<file path="src/design/pfn_txt_pkg.sv">
// Package for the page frame number text parser: phase and status codes,
// address constants and the character classification functions.
// Depends on nothing; used by page_frame_number_text_parser.
`default_nettype none

package pfn_txt_pkg;

    localparam int unsigned PAGE_SHIFT = 12;
    localparam int unsigned PAGE_SIZE  = 4096;
    localparam int unsigned ACC_W      = 64;
    localparam int unsigned PFN_W      = ACC_W - PAGE_SHIFT;
    localparam logic [ACC_W-1:0] ADDR_LIMIT = ~64'd0 - 64'(PAGE_SIZE);

    typedef enum logic [2:0] {
        PH_LEAD   = 3'd0,
        PH_ZERO   = 3'd1,
        PH_PREFIX = 3'd2,
        PH_BODY   = 3'd3,
        PH_TRAIL  = 3'd4,
        PH_ERROR  = 3'd5
    } phase_t;

    typedef enum logic [1:0] {
        ST_OK       = 2'd0,
        ST_INVALID  = 2'd1,
        ST_OVERFLOW = 2'd2
    } status_t;

    typedef struct packed {
        logic       ok;
        logic [3:0] value;
    } digit_t;

    function automatic logic is_blank(input logic [7:0] c);
        return (c == 8'h20) || (c == 8'h09);
    endfunction

    function automatic logic is_x(input logic [7:0] c);
        return (c == 8'h78) || (c == 8'h58);
    endfunction

    function automatic digit_t digit_of(input logic [7:0] c, input logic hex);
        digit_t d;
        d.ok    = 1'b0;
        d.value = 4'd0;
        if (c >= 8'h30 && c <= 8'h39)
        begin
            d.ok    = 1'b1;
            d.value = 4'(c - 8'h30);
        end
        else if (hex && c >= 8'h61 && c <= 8'h66)
        begin
            d.ok    = 1'b1;
            d.value = 4'(c - 8'h61 + 8'd10);
        end
        else if (hex && c >= 8'h41 && c <= 8'h46)
        begin
            d.ok    = 1'b1;
            d.value = 4'(c - 8'h41 + 8'd10);
        end
        return d;
    endfunction

endpackage

`default_nettype wire

</file>
<file path="src/design/page_frame_number_text_parser.sv">
// Page frame number text parser: takes one character per request and gives
// one status, frame number and physical address per string.
// Depends on pfn_txt_pkg.
//
//   Channel | Handshake           | Payload
//   input   | in_valid, in_ready  | ch, has_char, last
//   output  | out_valid, out_ready| status, frame_number, phys_address
//
// Requests are taken while in_ready is high; the accumulator update by a constant
// multiply-add and the end-of-string checks sit between the state registers
// and the output register. The result of a string appears the cycle after
// its last request. A waiting result stalls input only while out_ready is
// low. Reset returns the parser to the leading whitespace phase.
`default_nettype none

module page_frame_number_text_parser (
    input  wire logic        clk,
    input  wire logic        rst_n,
    input  wire logic        in_valid,
    output logic             in_ready,
    input  wire logic [7:0]  ch,
    input  wire logic        has_char,
    input  wire logic        last,
    output logic             out_valid,
    input  wire logic        out_ready,
    output logic [1:0]       status,
    output logic [51:0]      frame_number,
    output logic [63:0]      phys_address
);

    pfn_txt_pkg::phase_t  phase_reg, phase_next;
    logic                 hex_reg, hex_next;
    logic [63:0]          accum_reg, accum_next;
    logic                 saw_reg, saw_next;
    logic                 wrapped_reg, wrapped_next;

    logic                 out_valid_reg;
    pfn_txt_pkg::status_t status_reg, status_next;
    logic [51:0]          pfn_reg, pfn_next;
    logic [63:0]          addr_reg, addr_next;

    logic                 accept;
    pfn_txt_pkg::digit_t  dig;
    logic [67:0]          scaled;
    logic [67:0]          summed;
    logic                 end_phase;

    assign in_ready = !out_valid_reg || out_ready;
    assign accept   = in_valid && in_ready;

    assign dig    = pfn_txt_pkg::digit_of(ch, hex_reg);
    assign scaled = hex_reg ? {accum_reg, 4'b0000}
                            : ({1'b0, accum_reg, 3'b000} + {3'b000, accum_reg, 1'b0});
    assign summed = scaled + {64'd0, dig.value};

    always_comb
    begin
        phase_next   = phase_reg;
        hex_next     = hex_reg;
        accum_next   = accum_reg;
        saw_next     = saw_reg;
        wrapped_next = wrapped_reg;
        if (has_char)
        begin
            case (phase_reg)
                pfn_txt_pkg::PH_LEAD,
                pfn_txt_pkg::PH_ZERO,
                pfn_txt_pkg::PH_BODY:
                begin
                    if (phase_reg == pfn_txt_pkg::PH_LEAD && pfn_txt_pkg::is_blank(ch))
                    begin
                        phase_next = pfn_txt_pkg::PH_LEAD;
                    end
                    else if (phase_reg == pfn_txt_pkg::PH_LEAD && ch == 8'h30)
                    begin
                        accum_next = 64'd0;
                        saw_next   = 1'b1;
                        phase_next = pfn_txt_pkg::PH_ZERO;
                    end
                    else if (phase_reg == pfn_txt_pkg::PH_ZERO && pfn_txt_pkg::is_x(ch))
                    begin
                        hex_next   = 1'b1;
                        accum_next = 64'd0;
                        saw_next   = 1'b0;
                        phase_next = pfn_txt_pkg::PH_PREFIX;
                    end
                    else if (pfn_txt_pkg::is_blank(ch))
                    begin
                        phase_next = pfn_txt_pkg::PH_TRAIL;
                    end
                    else if (!dig.ok)
                    begin
                        phase_next = pfn_txt_pkg::PH_ERROR;
                    end
                    else
                    begin
                        accum_next   = summed[63:0];
                        wrapped_next = wrapped_reg || (summed[67:64] != 4'd0);
                        saw_next     = 1'b1;
                        phase_next   = pfn_txt_pkg::PH_BODY;
                    end
                end
                pfn_txt_pkg::PH_PREFIX:
                begin
                    if (!dig.ok)
                    begin
                        phase_next = pfn_txt_pkg::PH_ERROR;
                    end
                    else
                    begin
                        accum_next   = summed[63:0];
                        wrapped_next = wrapped_reg || (summed[67:64] != 4'd0);
                        saw_next     = 1'b1;
                        phase_next   = pfn_txt_pkg::PH_BODY;
                    end
                end
                pfn_txt_pkg::PH_TRAIL:
                begin
                    if (!pfn_txt_pkg::is_blank(ch))
                    begin
                        phase_next = pfn_txt_pkg::PH_ERROR;
                    end
                end
                default:
                begin
                    phase_next = pfn_txt_pkg::PH_ERROR;
                end
            endcase
        end
    end

    always_comb
    begin
        end_phase = (phase_next == pfn_txt_pkg::PH_ZERO) ||
                    (phase_next == pfn_txt_pkg::PH_BODY) ||
                    (phase_next == pfn_txt_pkg::PH_TRAIL);
        status_next = pfn_txt_pkg::ST_INVALID;
        pfn_next    = 52'd0;
        addr_next   = 64'd0;
        if (end_phase && saw_next && !wrapped_next)
        begin
            if (accum_next[63:52] != 12'd0)
            begin
                status_next = pfn_txt_pkg::ST_OVERFLOW;
            end
            else if ({accum_next[51:0], 12'd0} > pfn_txt_pkg::ADDR_LIMIT)
            begin
                status_next = pfn_txt_pkg::ST_OVERFLOW;
            end
            else
            begin
                status_next = pfn_txt_pkg::ST_OK;
                pfn_next    = accum_next[51:0];
                addr_next   = {accum_next[51:0], 12'd0};
            end
        end
    end

    always_ff @(posedge clk or negedge rst_n)
    begin
        if (!rst_n)
        begin
            phase_reg     <= pfn_txt_pkg::PH_LEAD;
            hex_reg       <= 1'b0;
            accum_reg     <= 64'd0;
            saw_reg       <= 1'b0;
            wrapped_reg   <= 1'b0;
            out_valid_reg <= 1'b0;
        end
        else
        begin
            if (accept)
            begin
                if (last)
                begin
                    phase_reg   <= pfn_txt_pkg::PH_LEAD;
                    hex_reg     <= 1'b0;
                    accum_reg   <= 64'd0;
                    saw_reg     <= 1'b0;
                    wrapped_reg <= 1'b0;
                end
                else
                begin
                    phase_reg   <= phase_next;
                    hex_reg     <= hex_next;
                    accum_reg   <= accum_next;
                    saw_reg     <= saw_next;
                    wrapped_reg <= wrapped_next;
                end
            end
            if (accept && last)
            begin
                out_valid_reg <= 1'b1;
            end
            else if (out_ready)
            begin
                out_valid_reg <= 1'b0;
            end
        end
    end

    always_ff @(posedge clk)
    begin
        if (accept && last)
        begin
            status_reg <= status_next;
            pfn_reg    <= pfn_next;
            addr_reg   <= addr_next;
        end
    end

    assign out_valid    = out_valid_reg;
    assign status       = status_reg;
    assign frame_number = pfn_reg;
    assign phys_address = addr_reg;

    // A successful result carries an address that is the frame number shifted up by twelve bits.
    a_addr_matches: assert property (@(posedge clk) disable iff (!rst_n)
        out_valid && status == pfn_txt_pkg::ST_OK |-> phys_address == {frame_number, 12'd0})
        else $error("address does not match frame number");

    // A failed result carries zero payload.
    a_fail_zero: assert property (@(posedge clk) disable iff (!rst_n)
        out_valid && status != pfn_txt_pkg::ST_OK |-> frame_number == 52'd0 && phys_address == 64'd0)
        else $error("failed result carries a value");

    // The end of a string leaves the parser ready for a fresh one.
    a_string_restart: assert property (@(posedge clk) disable iff (!rst_n)
        in_valid && in_ready && last |=> phase_reg == pfn_txt_pkg::PH_LEAD && accum_reg == 64'd0
                                          && !hex_reg && !saw_reg && !wrapped_reg)
        else $error("parser state not cleared after end of string");

    // A result is raised only by the end of a string.
    a_result_source: assert property (@(posedge clk) disable iff (!rst_n)
        $rose(out_valid) |-> $past(in_valid && in_ready && last))
        else $error("result without end of string");

endmodule

`default_nettype wire
</file>
<file path="config.mk">
export PLATFORM = sky130hd
export DESIGN_NAME = page_frame_number_text_parser
export DESIGN_NICKNAME = d
export VERILOG_FILES = /design/src/design/pfn_txt_pkg.sv /design/src/design/page_frame_number_text_parser.sv
export SDC_FILE = /design/constraint.sdc
export NUM_CORES = 1
export LEC_CHECK = 0
export ABC_AREA = 0
export CORE_AREA = 2 2 207 209
export DETAILED_ROUTE_END_ITERATION = 8
export DIE_AREA = 0 0 209 211
export DONT_BUFFER_PORTS = 1
export GPL_TIMING_DRIVEN = 0
export HOLD_SLACK_MARGIN = 0.06
export RECOVER_POWER = 25
export SYNTH_ARGS = -nofsm -noshare
export SYNTH_HDL_FRONTEND = slang
export SYNTH_SLANG_ARGS = --single-unit
</file>
<file path="constraint.sdc">
create_clock -name clk -period 8.2 [get_ports clk]
set_clock_uncertainty 0.1 [all_clocks]
set_input_delay 0.82 -clock clk [delete_from_list [all_inputs] [get_ports clk]]
set_output_delay 0.82 -clock clk [all_outputs]
set_load 0.05 [all_outputs]
</file>
; Word-level counts from Yosys, hierarchy flattened
; Index checks and enable logic that the tools add are counted.
[totals]
inputBits = 14
reg_bits = 137
wordCells = 116
[op_classes]
n_lt_le_gt_ge = 7
eq_ne = 14
bitwise = 1
n_addsub = 7
reduce_logical = 31
n_mux = 47
[op_table]
columns = cell, count
row1 = $mux W64, 7
row2 = $pmux W64 S2, 1
row3 = $add A67 B65 Y68, 1
row4 = $add A68 B4 Y68, 1
row5 = $mux W68, 1
row6 = $gt A64 B64 Y1 const B, 1
row7 = $mux W3, 8
row8 = $mux W1, 22
row9 = $eq A8 B6 Y1 const B, 2
row10 = $eq A8 B7 Y1 const B, 2
row11 = $ge A8 B7 Y1 const B, 2
row12 = $le A8 B7 Y1 const B, 2
row13 = $mux W5, 3
row14 = $logic_and A1 B1 Y1, 12
row15 = $reduce_bool A12 Y1, 1
row16 = $sub A4 B1 Y4 const B, 3
row17 = $eq A3 B2 Y1 const B, 3
row18 = $pmux W3 S3, 1
row19 = $add A4 B4 Y4 const B, 2
row20 = $eq A8 B4 Y1 const B, 1
row21 = $ge A8 B6 Y1 const B, 1
row22 = $le A8 B6 Y1 const B, 1
row23 = $reduce_bool A2 Y1, 4
row24 = $eq A3 B1 Y1 const B, 2
row25 = 12 further kinds, 23

; Depth between registers and ports, before layout
[depth]
depth_word = 20
ltp_mapped = 31

; Worst setup path after synthesis
; OpenSTA, ideal clock, no wires.
[synth_timing]
path_kind = flip-flop to flip-flop
from = reg hex_reg
to = reg addr_reg[45] (netlist: phys_address[45]) (data pin)
setup_slack_ns = 1.349
path_stages_with_launch = 32
arrival_ns = 6.479
n_path_buf = 14
path_cell_list = dfrtp_1 -> buf_2 -> buf_2 -> buf_2 -> buf_2 -> buf_2 -> buf_2 -> buf_2 -> buf_1 -> clkbuf_1 -> clkbuf_1 -> buf_1 -> nor2_1 -> ha_1 -> a21o_1 -> a21oi_1 -> nor2_1 -> nand2_1 -> or4_1 -> or4_1 -> buf_2 -> nor4_4 -> nand3_2 -> nor4_2 -> xor2_1 -> a22oi_1 -> or2_0 -> nor4_1 -> a41o_1 -> buf_6 -> buf_6 -> nor4_2
[synth_via]
elab_chain_cells = 19
[synth_rtl]
columns = element, line_no
row1 = "start, declared", page_frame_number_text_parser.sv:32  ; logic hex_reg, hex_next;
row2 = "start signal, assigned", page_frame_number_text_parser.sv:185  ; hex_reg <= hex_next;
row3 = "parallel branches: the longest is 19 deep, another holds $add A68 B4 Y68", n/a
row4 = "end signal, assigned", page_frame_number_text_parser.sv:208  ; addr_reg <= addr_next;
row5 = "end, declared", page_frame_number_text_parser.sv:40  ; logic [63:0] addr_reg, addr_next;
; Several ways; the timed one is not identified.
; A chain may end at the register's enable or synchronous reset.

; Worst setup path after layout
[layout_timing]
from = reg hex_reg
to = reg addr_reg[21] (netlist: phys_address[21]) (data pin)
; The elaborated chain is that of the path after synthesis.

==> impl_metrics.csv <==
group,metric,value,unit
timing,slew_headroom,-170,%
worst_setup_path,crit_path_end_kind,"register",
clocking,clockBufferDepth,2,
drt,routed_wl,56000,um
power_and_ir_drop,p_leak,0.00607,uW
synth,synth_area_leaders,"dfrtp_1 (12%), edfxtp_1 (11%), nand2_1 (6.2%), ha_1 (5.9%), o21ai_0 (4.7%)",
timing,fin_crit,7680,ps
worst_setup_path,crit_family,"simple AND/OR/NAND/NOR gates",
worst_setup_path,cp_max_fo,19,
worst_setup_path,slowest_stage,"or4_1",
grt,grt_pass1_vias,14300,
timing,slew_violations,72,
floorplanning,core_area,41800,um2
layout,syn2layout_area_growth,9.20,%
power_and_ir_drop,peakVddDrop,0.114,mV
placed_design,place.gp.congestion,0.966,
layout,mostFrequentLayoutCells,"nand2_1 (242), nor2_1 (137), o21ai_0 (136), a21oi_1 (127), nor3_1 (82)",
worst_setup_path,slowest_delay,540,ps
drt,detail_route.vias_per_cell,6.24,
worst_hold_path,hp-start,"saw_reg",
synth,ys.warnings.count,0,
floorplanning,dieWidth,209,um
synth,syn_area_per_cell,7.69,um2
outcome,status,"finished, violations left",
worst_setup_path,required,8250,ps
drt,wl_per_cell,22.6,um
clocking,h-tree-depth,4,
worst_setup_path,path_class,"reg2reg",
floorplanning,die_area,44100,um2
synth,yosysUniqueCellTypes,103,
clocking,clock_latency,430,ps
layout,seqCellArea,3400,um2
timing,finalSetupViolations,0,
clocking,cts_buffers,17,
timing,period_share,93.6,%
grt,grt_antenna_before_repair,0,
timing,tightest_slew,4060,ps
worst_hold_path,hold_class,"reg2reg",
grt,grt_max_degree,72,
synth,seq_area_frac_synth,23.4,%
placed_design,dpl.hpwl,45600,um
synth,synth.cell_area,14500,um2
placed_design,io_buffers,0,
layout,layout.nets,2008,
worst_setup_path,start_kind,"register",
clocking,clockRootBuffer,"clkbuf_16",
drt,drt_iter0_drc,1503,
layout,fillers,4292,
floorplanning,die_h,211,um
run,maxCapViolations,1,
timing,hold_viol,0,
clocking,clk_pin_slew_worst_paths,60,ps
layout,final_common_cell,"nand2_1",
layout,final_core_util,38.0,%
layout,largest_register_ffs,64,
floorplanning,io_pins,134,
timing,fmax,130,MHz
synth,postSynthCellCount,1891,
timing,rsz0062_at_grt,"no",
synth,synth_edf_count,54,
synth,synth_top_area_cell,"dfrtp_1",
synth,ys.flop_type,"dfrtp_1",
power_and_ir_drop,power.total,1960,uW
grt,grt_first_pass_wirelength,84800,um
drt,dr_total_vias,15500,
grt,grt_usage,24.9,%
drt,ant_nets,0,
power_and_ir_drop,powerDensity,124,nW/um2
worst_setup_path,critPathBufInv,6,
clocking,cts.sink_count,125,
timing,fin_hold_ws,402,ps
floorplanning,start_util,34.8,%
timing,setup_tns,0,ps
floorplanning,fp-row-count,75,
layout,layout-drive-gt1-share,11.7,%
worst_setup_path,regToRegStartpoint,"hex_reg",
synth,synth_top_area_share,12.2,%
clocking,cts_tree,"done",
synth,ys_ff_latch,125,
outcome,violations,"capacitance limit, slew limit",
synth,async_reset_ff_share,56.8,%
drt,drc,0,
layout,multi_input_area,10100,um2
drt,dr.pass1.iters,6,
worst_setup_path,arrival,7730,ps
layout,num_antenna_cells,0,
worst_setup_path,critPathLaunch,"hex_reg",
grt,grt_overflow,0,
-- cells by family after synthesis --
logic type	after synthesis	share of synthesized area, %
muxes	16	1.13
and+or+nand+nor	792	29.0
buffers and inverters	210	7.78
AOI/OAI and AO/OA	612	28.6
adders and majority gates	71	6.21
xor gates and xnor gates	64	3.86
other	1	0.0258
DFF	125	23.4
-- layout make-up --
class	instances	share of cell area, %
timing repair buffer	6	0.339
tap	539	4.25
clock inverter	10	0.607
inverter	33	0.780
multi-input combinational	1567	63.4
clock buffer	22	2.86
sequential	125	21.4
buffer	173	6.36
-- stage by stage --
step | worst slack, ps | std cells | instance area [um2]
5_1_grt | 58.4 | 2475 | 15900
2_1_floorplan | 1350 | 1902 | 14600
6_report | 521 | 2475 | 15900
3_3_place_gp | -1890 | 2441 | 15300
3_5_place_dp | -1990 | 2442 | 15300
4_1_cts | 40.0 | 2474 | 15900
-- timing repair --
action | 4_1_cts | 5_1_grt
hold buffers | 1 | 0
endpoints found under the hold margin | 71 | 0
setup endpoints to repair | 86 | 54
buffers inserted | 1 | 3
gates resized for setup | 9 | 3
cloned | 0 | 0
pin swaps | 0 | 2
-- power breakdown --
group          leakage [uW]  total, uW  switching [uW]  internal (uW)
Sequential          0.00150        745            68.9            676
Combinational       0.00430        497             359            138
Clock              0.000274        721             273            448
-- worst min-delay path, delay by kind of cell (launching register included) --
kind,cells,cell delay (ps)
AO/OA/AOI/OAI,1,40
flip-flops,1,340
AND/OR/NAND/NOR,1,80
-- path summary, 6_finish.rpt --
path / end / slack (ps) / depth (start not counted)
max reg2reg: phys_address[21] / 520 / 25
min reg2reg: saw_reg / 400 / 2
max in group asynchronous: accum_reg[0] / 3990 / 1
min: saw_reg / 400 / 2
max: phys_address[21] / 520 / 25
min in group asynchronous: out_valid / 1690 / 1
-- synthesized netlist by cell type (11+ instances only) --
library cell,instances
xor2_1,25
nor4_1,26
a211oi_1,19
nand3_1,53
ha_1,69
nor4_2,27
buf_4,68
edfxtp_1,54
mux2i_1,13
a22o_1,31
a21oi_1,127
and2_1,15
nor2b_1,17
buf_2,38
and3_1,20
or2_2,13
nand2b_1,26
nor3_1,82
nand2_1,242
o21ai_1,16
o211ai_1,24
or4_1,12
nor2_1,137
o31ai_1,13
or3_1,18
a22oi_1,22
a211o_1,12
o2111ai_1,11
clkbuf_1,57
o21a_1,30
a31oi_1,20
xnor2_1,39
dfrtp_1,71
nand4_1,47
o21ai_0,136
o22ai_1,12
a21o_1,25
and4_1,13
inv_1,32
-- metal layers --
metal  part of all wire (%)  up-vias  global-route usage, %
met5                      0        -                      0
met4                    3.6        0                   9.88
met3                    6.7      102                   2.74
met2                     46      688                   41.4
met1                     44     7484                   33.1
li1                       -     7180                      -
(Power assumes the default switching activity.)
